File: src/hw/rtl/ffra_pkg.sv
// ----------------------------------------------------------------------------
// ffra_pkg
// Shared widths, codes and types of the first-fit range allocator.
// ----------------------------------------------------------------------------
`timescale 1ns / 1ps

package ffra_pkg;

  localparam int unsigned POOL_UNITS = 524288;
  localparam int unsigned FREE_SLOTS = 32;

  localparam int unsigned SIZE_W     = 20;
  localparam int unsigned OFF_W      = 19;
  localparam int unsigned STAT_W     = 2;
  localparam int unsigned FREE_ENT_W = 6;
  localparam int unsigned START_W    = 20;
  localparam int unsigned LEN_W      = 21;
  localparam int unsigned SUM_W      = 23;

  // ranges never reach past this unit
  localparam logic [LEN_W-1:0] ADDR_LIMIT = LEN_W'(1048576);

  typedef enum logic [STAT_W-1:0] {
    ST_DONE  = 2'd0,
    ST_NOFIT = 2'd1,
    ST_FULL  = 2'd2
  } status_e;

  typedef enum logic [2:0] {
    WR_COPY,
    WR_TRIM,
    WR_NEW,
    WR_MERGE_PREV,
    WR_MERGE_BOTH,
    WR_MERGE_NEXT
  } wr_sel_e;

  typedef struct packed {
    logic [START_W-1:0] start;
    logic [LEN_W-1:0]   len;
  } entry_t;

  typedef struct packed {
    logic    load_req;
    logic    rd_en;
    logic    wr_en;
    wr_sel_e wr_sel;
    logic    cap_prev;
    logic    cnt_inc;
    logic    cnt_dec;
    logic    set_status;
    status_e status;
    logic    set_grant;
    logic    out_load;
  } cmd_t;

  typedef struct packed {
    logic is_free;
    logic free_zero;
    logic fit;
    logic trim_zero;
    logic after;
    logic join_prev;
    logic join_next;
    logic full;
    logic out_busy;
  } sts_t;

  function automatic logic [LEN_W-1:0] clamp_len(input logic [START_W-1:0] start,
                                                  input logic [SUM_W-1:0] sum);
    logic [LEN_W-1:0] room;
    logic [LEN_W-1:0] res;
    room = ADDR_LIMIT - {1'b0, start};
    if (sum > SUM_W'(room)) begin
      res = room;
    end else begin
      res = sum[LEN_W-1:0];
    end
    return res;
  endfunction

endpackage

File: src/hw/rtl/ffra_datapath.sv
// ----------------------------------------------------------------------------
// ffra_datapath
// Free range table, request and result registers, compare and merge logic.
// ----------------------------------------------------------------------------
`timescale 1ns / 1ps

module ffra_datapath #(
  parameter int unsigned PoolUnits = ffra_pkg::POOL_UNITS,
  parameter int unsigned FreeSlots = ffra_pkg::FREE_SLOTS,
  localparam int unsigned AW = $clog2(FreeSlots),
  localparam int unsigned CW = $clog2(FreeSlots + 1)
) (
  input  logic                             clk_i,
  input  logic                             rst_ni,
  input  logic                             op_i,
  input  logic [ffra_pkg::SIZE_W-1:0]      block_size_i,
  input  logic [ffra_pkg::OFF_W-1:0]       block_offset_i,
  output logic [ffra_pkg::STAT_W-1:0]      status_o,
  output logic [ffra_pkg::OFF_W-1:0]       granted_offset_o,
  output logic [ffra_pkg::FREE_ENT_W-1:0]  free_entries_o,
  output logic                             out_valid_o,
  input  logic                             out_ready_i,
  input  ffra_pkg::cmd_t                   cmd_i,
  input  logic [AW-1:0]                    rd_addr_i,
  input  logic [AW-1:0]                    wr_addr_i,
  output ffra_pkg::sts_t                   sts_o,
  output logic [CW-1:0]                    count_o,
  output logic [AW-1:0]                    raddr_o
);
  import ffra_pkg::*;

  localparam logic [LEN_W-1:0] ResetLen   = LEN_W'(PoolUnits);
  localparam logic [CW-1:0]    SlotsCount = CW'(FreeSlots);

  // request
  logic               op_q;
  logic [SIZE_W-1:0]  size_q;
  logic [OFF_W-1:0]   off_q;
  logic [LEN_W-1:0]   len_q;
  logic [LEN_W-1:0]   in_len;

  // table
  entry_t             mem [FreeSlots];
  entry_t             rdata_q;
  logic               e0_fix_q;
  logic               e0_valid_q;
  logic [AW-1:0]      raddr_q;
  entry_t             cur;
  entry_t             wdata;

  entry_t             prev_q;
  logic               has_prev_q;
  logic [CW-1:0]      count_q;

  status_e            st_q;
  logic [OFF_W-1:0]   grant_q;

  logic                  out_valid_q;
  logic [STAT_W-1:0]     out_status_q;
  logic [OFF_W-1:0]      out_grant_q;
  logic [FREE_ENT_W-1:0] out_free_q;

  logic [CW+FREE_ENT_W-1:0] count_ext;
  logic [LEN_W-1:0]   prev_end;
  logic [LEN_W-1:0]   new_end;
  logic [LEN_W-1:0]   trim_start;
  logic [SUM_W-1:0]   sum_prev;
  logic [SUM_W-1:0]   sum_both;
  logic [SUM_W-1:0]   sum_next;

  assign in_len = clamp_len({1'b0, block_offset_i}, {3'b000, block_size_i});

  // entry 0 reads as the whole pool until it is first written
  always_comb begin
    if (e0_fix_q) begin
      cur.start = '0;
      cur.len   = ResetLen;
    end else begin
      cur = rdata_q;
    end
  end

  assign prev_end   = {1'b0, prev_q.start} + prev_q.len;
  assign new_end    = {2'b00, off_q} + len_q;
  assign trim_start = {1'b0, cur.start} + {1'b0, size_q};
  assign sum_prev   = {2'b00, prev_q.len} + {2'b00, len_q};
  assign sum_both   = sum_prev + {2'b00, cur.len};
  assign sum_next   = {2'b00, len_q} + {2'b00, cur.len};

  always_comb begin
    wdata = cur;
    case (cmd_i.wr_sel)
      WR_COPY: begin
        wdata = cur;
      end
      WR_TRIM: begin
        wdata.start = trim_start[START_W-1:0];
        wdata.len   = cur.len - {1'b0, size_q};
      end
      WR_NEW: begin
        wdata.start = {1'b0, off_q};
        wdata.len   = len_q;
      end
      WR_MERGE_PREV: begin
        wdata.start = prev_q.start;
        wdata.len   = clamp_len(prev_q.start, sum_prev);
      end
      WR_MERGE_BOTH: begin
        wdata.start = prev_q.start;
        wdata.len   = clamp_len(prev_q.start, sum_both);
      end
      WR_MERGE_NEXT: begin
        wdata.start = {1'b0, off_q};
        wdata.len   = clamp_len({1'b0, off_q}, sum_next);
      end
      default: begin
        wdata = cur;
      end
    endcase
  end

  always_comb begin
    sts_o.is_free   = op_q;
    sts_o.free_zero = (len_q == '0);
    sts_o.fit       = ({1'b0, size_q} <= cur.len);
    sts_o.trim_zero = (cur.len == {1'b0, size_q});
    sts_o.after     = (cur.start > {1'b0, off_q});
    sts_o.join_prev = has_prev_q && (prev_end == {2'b00, off_q});
    sts_o.join_next = (new_end == {1'b0, cur.start});
    sts_o.full      = (count_q == SlotsCount);
    sts_o.out_busy  = out_valid_q && !out_ready_i;
  end

  assign count_o   = count_q;
  assign raddr_o   = raddr_q;
  assign count_ext = {{FREE_ENT_W{1'b0}}, count_q};

  // table storage, one write and one registered read per cycle
  always_ff @(posedge clk_i) begin
    if (cmd_i.wr_en) begin
      mem[wr_addr_i] <= wdata;
    end
    if (cmd_i.rd_en) begin
      rdata_q  <= mem[rd_addr_i];
      raddr_q  <= rd_addr_i;
      e0_fix_q <= (rd_addr_i == '0) && !e0_valid_q;
    end
  end

  always_ff @(posedge clk_i or negedge rst_ni) begin
    if (!rst_ni) begin
      e0_valid_q  <= 1'b0;
      has_prev_q  <= 1'b0;
      count_q     <= CW'(1);
      out_valid_q <= 1'b0;
    end else begin
      if (cmd_i.wr_en && (wr_addr_i == '0)) begin
        e0_valid_q <= 1'b1;
      end
      if (cmd_i.load_req) begin
        has_prev_q <= 1'b0;
      end else if (cmd_i.cap_prev) begin
        has_prev_q <= 1'b1;
      end
      if (cmd_i.cnt_inc) begin
        count_q <= count_q + CW'(1);
      end else if (cmd_i.cnt_dec) begin
        count_q <= count_q - CW'(1);
      end
      if (cmd_i.out_load) begin
        out_valid_q <= 1'b1;
      end else if (out_ready_i) begin
        out_valid_q <= 1'b0;
      end
    end
  end

  always_ff @(posedge clk_i) begin
    if (cmd_i.load_req) begin
      op_q    <= op_i;
      size_q  <= block_size_i;
      off_q   <= block_offset_i;
      len_q   <= in_len;
      grant_q <= '0;
    end else if (cmd_i.set_grant) begin
      grant_q <= cur.start[OFF_W-1:0];
    end
    if (cmd_i.cap_prev) begin
      prev_q <= cur;
    end
    if (cmd_i.set_status) begin
      st_q <= cmd_i.status;
    end
    if (cmd_i.out_load) begin
      out_status_q <= st_q;
      out_grant_q  <= (st_q == ST_DONE) ? grant_q : '0;
      out_free_q   <= count_ext[FREE_ENT_W-1:0];
    end
  end

  assign status_o         = out_status_q;
  assign granted_offset_o = out_grant_q;
  assign free_entries_o   = out_free_q;
  assign out_valid_o      = out_valid_q;

  a_count_range: assert property (@(posedge clk_i) disable iff (!rst_ni)
    count_q <= SlotsCount) else $error("free range count above table size");

  a_no_underflow: assert property (@(posedge clk_i) disable iff (!rst_ni)
    cmd_i.cnt_dec |-> count_q != '0) else $error("range removed from empty table");

  a_inc_dec: assert property (@(posedge clk_i) disable iff (!rst_ni)
    !(cmd_i.cnt_inc && cmd_i.cnt_dec)) else $error("count raised and lowered at once");

  a_rw_addr: assert property (@(posedge clk_i) disable iff (!rst_ni)
    cmd_i.rd_en && cmd_i.wr_en |-> rd_addr_i != wr_addr_i)
    else $error("table read and write collide");

  a_out_free: assert property (@(posedge clk_i) disable iff (!rst_ni)
    cmd_i.out_load |-> !out_valid_q || out_ready_i)
    else $error("result overwritten before transaction");

endmodule

File: src/hw/rtl/ffra_ctrl.sv
// ----------------------------------------------------------------------------
// ffra_ctrl
// Sequencer for table scans, entry shifts, merges and result hand-off.
// ----------------------------------------------------------------------------
`timescale 1ns / 1ps

module ffra_ctrl #(
  parameter int unsigned FreeSlots = ffra_pkg::FREE_SLOTS,
  localparam int unsigned AW = $clog2(FreeSlots),
  localparam int unsigned CW = $clog2(FreeSlots + 1)
) (
  input  logic           clk_i,
  input  logic           rst_ni,
  input  logic           in_valid_i,
  output logic           in_ready_o,
  input  ffra_pkg::sts_t sts_i,
  input  logic [CW-1:0]  count_i,
  input  logic [AW-1:0]  raddr_i,
  output ffra_pkg::cmd_t cmd_o,
  output logic [AW-1:0]  rd_addr_o,
  output logic [AW-1:0]  wr_addr_o
);
  import ffra_pkg::*;

  localparam int unsigned XW = CW + 1;

  localparam logic [3:0] S_IDLE  = 4'd0;
  localparam logic [3:0] S_START = 4'd1;
  localparam logic [3:0] S_ASCAN = 4'd2;
  localparam logic [3:0] S_FSCAN = 4'd3;
  localparam logic [3:0] S_FEND  = 4'd4;
  localparam logic [3:0] S_SHDN  = 4'd5;
  localparam logic [3:0] S_SHUP  = 4'd6;
  localparam logic [3:0] S_INS   = 4'd7;
  localparam logic [3:0] S_FIN   = 4'd8;

  logic [3:0]    state_q, state_d;
  logic [CW-1:0] idx_q, idx_d;
  logic [CW-1:0] pos_q, pos_d;

  logic [XW-1:0] raddr_x;
  logic [XW-1:0] count_x;
  logic [XW-1:0] rem_next;
  logic [XW-1:0] rem_two;
  logic [AW-1:0] last_addr;
  logic          rem_more;

  assign raddr_x   = XW'(raddr_i);
  assign count_x   = XW'(count_i);
  assign rem_next  = raddr_x + XW'(1);
  assign rem_two   = raddr_x + XW'(2);
  assign rem_more  = (rem_next < count_x);
  assign last_addr = raddr_i - AW'(1);

  assign in_ready_o = (state_q == S_IDLE);

  always_comb begin
    state_d   = state_q;
    idx_d     = idx_q;
    pos_d     = pos_q;
    cmd_o     = '0;
    rd_addr_o = '0;
    wr_addr_o = '0;
    case (state_q)
      S_IDLE: begin
        if (in_valid_i) begin
          cmd_o.load_req = 1'b1;
          state_d        = S_START;
        end
      end
      S_START: begin
        if (!sts_i.is_free) begin
          if (count_i == '0) begin
            cmd_o.set_status = 1'b1;
            cmd_o.status     = ST_NOFIT;
            state_d          = S_FIN;
          end else begin
            cmd_o.rd_en = 1'b1;
            idx_d       = CW'(1);
            state_d     = S_ASCAN;
          end
        end else if (sts_i.free_zero) begin
          cmd_o.set_status = 1'b1;
          cmd_o.status     = ST_DONE;
          state_d          = S_FIN;
        end else if (count_i == '0) begin
          cmd_o.wr_en      = 1'b1;
          cmd_o.wr_sel     = WR_NEW;
          cmd_o.cnt_inc    = 1'b1;
          cmd_o.set_status = 1'b1;
          cmd_o.status     = ST_DONE;
          state_d          = S_FIN;
        end else begin
          cmd_o.rd_en = 1'b1;
          idx_d       = CW'(1);
          state_d     = S_FSCAN;
        end
      end
      S_ASCAN: begin
        if (sts_i.fit) begin
          cmd_o.set_grant  = 1'b1;
          cmd_o.set_status = 1'b1;
          cmd_o.status     = ST_DONE;
          if (!sts_i.trim_zero) begin
            cmd_o.wr_en  = 1'b1;
            cmd_o.wr_sel = WR_TRIM;
            wr_addr_o    = raddr_i;
            state_d      = S_FIN;
          end else if (rem_more) begin
            // range used up: close the gap above it
            cmd_o.rd_en = 1'b1;
            rd_addr_o   = rem_next[AW-1:0];
            idx_d       = rem_two[CW-1:0];
            state_d     = S_SHDN;
          end else begin
            cmd_o.cnt_dec = 1'b1;
            state_d       = S_FIN;
          end
        end else if (idx_q == count_i) begin
          cmd_o.set_status = 1'b1;
          cmd_o.status     = ST_NOFIT;
          state_d          = S_FIN;
        end else begin
          cmd_o.rd_en = 1'b1;
          rd_addr_o   = idx_q[AW-1:0];
          idx_d       = idx_q + CW'(1);
        end
      end
      S_FSCAN: begin
        if (sts_i.after) begin
          cmd_o.set_status = 1'b1;
          cmd_o.status     = ST_DONE;
          if (sts_i.join_prev && sts_i.join_next) begin
            cmd_o.wr_en  = 1'b1;
            cmd_o.wr_sel = WR_MERGE_BOTH;
            wr_addr_o    = last_addr;
            if (rem_more) begin
              cmd_o.rd_en = 1'b1;
              rd_addr_o   = rem_next[AW-1:0];
              idx_d       = rem_two[CW-1:0];
              state_d     = S_SHDN;
            end else begin
              cmd_o.cnt_dec = 1'b1;
              state_d       = S_FIN;
            end
          end else if (sts_i.join_prev) begin
            cmd_o.wr_en  = 1'b1;
            cmd_o.wr_sel = WR_MERGE_PREV;
            wr_addr_o    = last_addr;
            state_d      = S_FIN;
          end else if (sts_i.join_next) begin
            cmd_o.wr_en  = 1'b1;
            cmd_o.wr_sel = WR_MERGE_NEXT;
            wr_addr_o    = raddr_i;
            state_d      = S_FIN;
          end else if (sts_i.full) begin
            cmd_o.status = ST_FULL;
            state_d      = S_FIN;
          end else begin
            // open a slot at the insert point, top entry first
            cmd_o.set_status = 1'b0;
            cmd_o.rd_en      = 1'b1;
            rd_addr_o        = count_i[AW-1:0] - AW'(1);
            pos_d            = CW'(raddr_i);
            state_d          = S_SHUP;
          end
        end else begin
          cmd_o.cap_prev = 1'b1;
          if (idx_q == count_i) begin
            state_d = S_FEND;
          end else begin
            cmd_o.rd_en = 1'b1;
            rd_addr_o   = idx_q[AW-1:0];
            idx_d       = idx_q + CW'(1);
          end
        end
      end
      S_FEND: begin
        cmd_o.set_status = 1'b1;
        cmd_o.status     = ST_DONE;
        state_d          = S_FIN;
        if (sts_i.join_prev) begin
          cmd_o.wr_en  = 1'b1;
          cmd_o.wr_sel = WR_MERGE_PREV;
          wr_addr_o    = raddr_i;
        end else if (sts_i.full) begin
          cmd_o.status = ST_FULL;
        end else begin
          cmd_o.wr_en   = 1'b1;
          cmd_o.wr_sel  = WR_NEW;
          cmd_o.cnt_inc = 1'b1;
          wr_addr_o     = count_i[AW-1:0];
        end
      end
      S_SHDN: begin
        cmd_o.wr_en  = 1'b1;
        cmd_o.wr_sel = WR_COPY;
        wr_addr_o    = last_addr;
        if (idx_q < count_i) begin
          cmd_o.rd_en = 1'b1;
          rd_addr_o   = idx_q[AW-1:0];
          idx_d       = idx_q + CW'(1);
        end else begin
          cmd_o.cnt_dec    = 1'b1;
          cmd_o.set_status = 1'b1;
          cmd_o.status     = ST_DONE;
          state_d          = S_FIN;
        end
      end
      S_SHUP: begin
        cmd_o.wr_en  = 1'b1;
        cmd_o.wr_sel = WR_COPY;
        wr_addr_o    = raddr_i + AW'(1);
        if (raddr_x > XW'(pos_q)) begin
          cmd_o.rd_en = 1'b1;
          rd_addr_o   = last_addr;
        end else begin
          state_d = S_INS;
        end
      end
      S_INS: begin
        cmd_o.wr_en      = 1'b1;
        cmd_o.wr_sel     = WR_NEW;
        cmd_o.cnt_inc    = 1'b1;
        cmd_o.set_status = 1'b1;
        cmd_o.status     = ST_DONE;
        wr_addr_o        = pos_q[AW-1:0];
        state_d          = S_FIN;
      end
      S_FIN: begin
        if (!sts_i.out_busy) begin
          cmd_o.out_load = 1'b1;
          state_d        = S_IDLE;
        end
      end
      default: begin
        state_d = S_IDLE;
      end
    endcase
  end

  always_ff @(posedge clk_i or negedge rst_ni) begin
    if (!rst_ni) begin
      state_q <= S_IDLE;
      idx_q   <= '0;
      pos_q   <= '0;
    end else begin
      state_q <= state_d;
      idx_q   <= idx_d;
      pos_q   <= pos_d;
    end
  end

endmodule

File: src/hw/rtl/first_fit_range_allocator.sv
// one request in flight: the wait for a result grows with the free ranges held,
// and the next request is taken once the result is loaded into the output
// register, later while out_ready_i is low
// the wait is set by the table: one entry read and one written per cycle for
// the first-fit scan and for shifting entries on insert or removal
// reset: one free range covering the whole pool, no clearing pass
// ----------------------------------------------------------------------------
// first_fit_range_allocator
// First-fit allocator over a sorted table of free ranges with coalescing.
// ----------------------------------------------------------------------------
`timescale 1ns / 1ps

module first_fit_range_allocator #(
  parameter int unsigned PoolUnits = ffra_pkg::POOL_UNITS,
  parameter int unsigned FreeSlots = ffra_pkg::FREE_SLOTS
) (
  input  logic                             clk_i,
  input  logic                             rst_ni,
  input  logic                             in_valid_i,
  output logic                             in_ready_o,
  input  logic                             op_i,
  input  logic [ffra_pkg::SIZE_W-1:0]      block_size_i,
  input  logic [ffra_pkg::OFF_W-1:0]       block_offset_i,
  output logic                             out_valid_o,
  input  logic                             out_ready_i,
  output logic [ffra_pkg::STAT_W-1:0]      status_o,
  output logic [ffra_pkg::OFF_W-1:0]       granted_offset_o,
  output logic [ffra_pkg::FREE_ENT_W-1:0]  free_entries_o
);
  import ffra_pkg::*;

  localparam int unsigned AW = $clog2(FreeSlots);
  localparam int unsigned CW = $clog2(FreeSlots + 1);

  cmd_t          cmd;
  sts_t          sts;
  logic [CW-1:0] count;
  logic [AW-1:0] raddr;
  logic [AW-1:0] rd_addr;
  logic [AW-1:0] wr_addr;

  ffra_ctrl #(
    .FreeSlots (FreeSlots)
  ) u_ctrl (
    .clk_i      (clk_i),
    .rst_ni     (rst_ni),
    .in_valid_i (in_valid_i),
    .in_ready_o (in_ready_o),
    .sts_i      (sts),
    .count_i    (count),
    .raddr_i    (raddr),
    .cmd_o      (cmd),
    .rd_addr_o  (rd_addr),
    .wr_addr_o  (wr_addr)
  );

  ffra_datapath #(
    .PoolUnits (PoolUnits),
    .FreeSlots (FreeSlots)
  ) u_datapath (
    .clk_i            (clk_i),
    .rst_ni           (rst_ni),
    .op_i             (op_i),
    .block_size_i     (block_size_i),
    .block_offset_i   (block_offset_i),
    .status_o         (status_o),
    .granted_offset_o (granted_offset_o),
    .free_entries_o   (free_entries_o),
    .out_valid_o      (out_valid_o),
    .out_ready_i      (out_ready_i),
    .cmd_i            (cmd),
    .rd_addr_i        (rd_addr),
    .wr_addr_i        (wr_addr),
    .sts_o            (sts),
    .count_o          (count),
    .raddr_o          (raddr)
  );

endmodule
File: config.mk
export PLATFORM = sky130hd
export DESIGN_NAME = first_fit_range_allocator
export DESIGN_NICKNAME = d
export VERILOG_FILES = /design/src/hw/rtl/ffra_pkg.sv /design/src/hw/rtl/ffra_datapath.sv /design/src/hw/rtl/ffra_ctrl.sv /design/src/hw/rtl/first_fit_range_allocator.sv
export SDC_FILE = /design/constraint.sdc
export NUM_CORES = 2
export LEC_CHECK = 0
export CAP_MARGIN = 20
export CORE_MARGIN = 5
export CORE_UTILIZATION = 55
export CTS_CLUSTER_DIAMETER = 100
export DETAILED_ROUTE_END_ITERATION = 8
export DONT_BUFFER_PORTS = 1
export GPL_TIMING_DRIVEN = 0
export PLACE_DENSITY = 0.7
export SYNTH_ARGS = -nofsm -noshare
export SYNTH_HDL_FRONTEND = slang
export SYNTH_SLANG_ARGS = --single-unit
File: constraint.sdc
create_clock -name clk_i -period 22.3 [get_ports clk_i]
set_input_delay 3.345 -clock clk_i [delete_from_list [all_inputs] [get_ports clk_i]]
set_output_delay 3.345 -clock clk_i [all_outputs]
set_load 0.02 [all_outputs]
==> results.py <==
metrics = {
    "logic_synthesis": {
        "ys_seq_area_share_pct": 60.8,
        "synth_area_per_cell_um2": 12.8,
        "postSynth.asyncResetShare_pct": 1.57,
        "synth_most_common_cell": "edfxtp_1",
        "synth_compound_area_share_pct": 13.4,
        "synth_mux_area_share_pct": 5.89,
        "synth.top_cells.by_area": "edfxtp_1 59%, ha_1 4.6%, mux2i_1 3.2%",
        "synth_nets": 6207,
        "ys_top_cells_by_count": "1,490 x edfxtp_1, 479 x nand2_1, 298 x a21oi_1, 279 x ha_1, 276 x nor2_1",
        "synthAdderAreaFrac_pct": 4.85,
        "ys_warn_count": 0,
        "synth_edf_count": 1490,
        "synth_xor_area_share_pct": 2.30,
        "synth-seq-cells": 1533,
        "yosys.area.top_type": "edfxtp_1",
        "synth_top_family_by_area": "compound AO/OA/AOI/OAI gates",
        "netlist_area_um2": 75300,
        "synthSimpleGateAreaFrac_pct": 10.1,
        "ys_types": 106,
        "synth_top_area_share_pct": 59.5,
        "syn_inst": 5876,
        "synth_flop_cell": "edfxtp_1",
    },
    "worst_setup_path": {
        "cp-start-kind": "flip-flop",
        "cp.required_ps": 22770,
        "critical_path.max_stage_delay_ps": 890,
        "cp_data_arrival_time_ps": 10530,
        "cp_top_family": "simple AND/OR/NAND/NOR gates",
        "critPathCaptureType": "flip-flop",
        "worstSetupPathType": "flip-flop to flip-flop",
        "critPathBufInv": 8,
        "critPathSlowestCell": "nor2b_1",
        "cp_common_cell": "nand2_1",
        "crit_fanout": 10,
    },
    "die": {
        "die_area_um2": 144000,
        "die_w_um": 380,
        "rows": 135,
        "core-area_um2": 136000,
        "dieHeight_um": 380,
        "ioPinCount": 73,
        "start_util_pct": 55.4,
    },
    "status": {
        "outcome": "completed",
    },
    "routing": {
        "avgRoutedWirePerCell_um": 30.8,
        "drc_errors": 0,
        "antenna_left": 0,
        "wl_mm": 247,
        "via_count": 53300,
        "via_per_inst": 6.64,
        "met2WireLength_mm": 112,
        "wl_met1_mm": 95.3,
        "firstDrtPassIters": 8,
        "drt_iter0_markers": 6569,
        "dr_wl_met3_mm": 24.2,
        "routed.top_layer": "met5",
    },
    "pwr": {
        "power_density_nw_per_um2": 168,
        "total_power_uw": 14100,
        "ir_drop_mv": 0.103,
        "p_leak_uw": 0.0291,
    },
    "grt": {
        "grt_max_degree": 70,
        "grt_pass1_vias": 51200,
        "grt_pass1_wl_mm": 352,
        "antenna_found_initial": 17,
        "track_usage_pct": 33.2,
        "overflow": 0,
    },
    "clock_tree": {
        "cts_tree": "yes",
        "cts-resized-gates": 0,
        "clock-root-buffer": "clkbuf_16",
        "cts_buffers": 157,
        "clk_pin_slew_worst_paths_ps": 60,
        "post_cts_buffers": 0,
        "ctsHtreeMaxLevel": 4,
        "clk_latency_ps": 790,
        "cts_sinks": 1533,
        "holdBufCountCts": 0,
        "ctsLongestPathBuffers": 3,
    },
    "layout": {
        "n_fill_cell": 10400,
        "nets": 6453,
        "drive_above_1_share_pct": 10.8,
        "final_cell_area_um2": 84400,
        "area.growth.synth_to_final_pct": 12.2,
    },
    "timing": {
        "tightest_slew_ps": 1380,
        "setup_viol": 0,
        "slew_violations": 0,
        "min_period_ps": 10070,
        "setup_tns_ps": 0,
        "finClkSkew_ps": 44.3,
        "finalHoldViolations": 0,
        "grt_setup_unrepaired": "no",
        "finalCritPeriodShare_pct": 45.2,
        "slew_headroom_pct": 7.93,
        "hold_slack_ps": 478,
        "fmax_mhz": 99.3,
    },
    "flow_run": {
        "cap_violations": 0,
    },
    "hold_path": {
        "hp-class": "flip-flop to flip-flop",
    },
    "placed_design": {
        "finalWeightedCongestion": 1.03,
        "portBuffers": 0,
        "placed_cell_area_um2": 79200,
        "hpwl_mm": 185,
    },
}
[layout by cell type, fill, tap and decap left out, types with 160 or more instances in the layout]
cell,synthesis,routed
ha_1,279,279
nand2_1,479,479
clkbuf_16,0,160
mux2i_1,240,240
inv_1,168,168
nand3_1,166,166
o21ai_0,236,230
a21oi_1,298,295
clkbuf_1,188,229
nor2_1,276,240
edfxtp_1,1490,1490
[cells by family after synthesis]
group,after synthesis
simple gates,1536
flops,1533
compound gates,1416
buf+inv,489
mux,418
fa+ha+maj,287
xor+xnor,196
other cells,1
[flip-flops by register name, summed over array words and instances (netlist names), 6 cells and up]
register	cells
u_datapath.mem	1312
u_datapath.prev_q	41
u_datapath.rdata_q	41
u_datapath.len_q	21
u_datapath.size_q	20
u_datapath.grant_q	19
u_datapath.granted_offset_o	19
u_datapath.off_q	19
u_ctrl.idx_q	6
u_datapath.count_o	6
u_datapath.free_entries_o	6
[path summary, 6_finish.rpt]
path / cells past startpoint / endpoint / startpoint / slack [ps]
hold / removal: 0 / u_datapath.status_o[0]$_DFFE_PP_ / u_datapath.st_q[0]$_DFFE_PP_ / 480
min in group asynchronous: 0 / u_datapath.e0_valid_q$_DFFE_PN0P_ / rst_ni / 2250
max in group asynchronous: 0 / u_datapath.count_o[0]$_DFFE_PN1P_ / rst_ni / 19840
setup reg to reg: 30 / u_datapath.rdata_q[4]$_DFFE_PP_ / u_datapath.e0_fix_q$_DFFE_PP_ / 12230
hold reg to reg: 0 / u_datapath.status_o[0]$_DFFE_PP_ / u_datapath.st_q[0]$_DFFE_PP_ / 480
setup / recovery: 30 / u_datapath.rdata_q[4]$_DFFE_PP_ / u_datapath.e0_fix_q$_DFFE_PP_ / 12230
[per-layer routing]
metal  vias to the layer above  global-route usage (%)
met2                      2906                    52.0
met3                       550                    7.38
met1                     26400                    43.7
met4                         4                    17.6
met5                         -                       0
li1                      23400                       -
[power breakdown]
part,internal (uW),total [uW],switching [uW]
sequential,4260,4440,185
combinational,2370,7200,4830
clock,1380,2500,1120
[metrics by stage]
| step | setup slack [ps] | util, % | std cells |
|---|---|---|---|
| after floorplan | 14700 | - | 5876 |
| after global placement | 10610 | 57.1 | 7657 |
| after detailed placement | 12590 | 58.3 | 7728 |
| after CTS | 12510 | 61.9 | 8006 |
| after global routing | 11860 | 62.2 | 8022 |
| final | 12230 | 62.2 | 8025 |
[layout make-up]
class	instances	area (um2)	share of cell area (%)
clock buffers	201	4140	4.90
diodes	3	7.51	0.00889
multi-input cells	3854	27900	33.1
flip-flops and latches	1533	45700	54.2
repair buffers	87	1700	2.01
clock inverters	77	671	0.794
well taps	1781	2230	2.64
inverters	172	646	0.765
plain buffers	317	1370	1.62
Note: power is estimated with default switching activity, not from simulation.
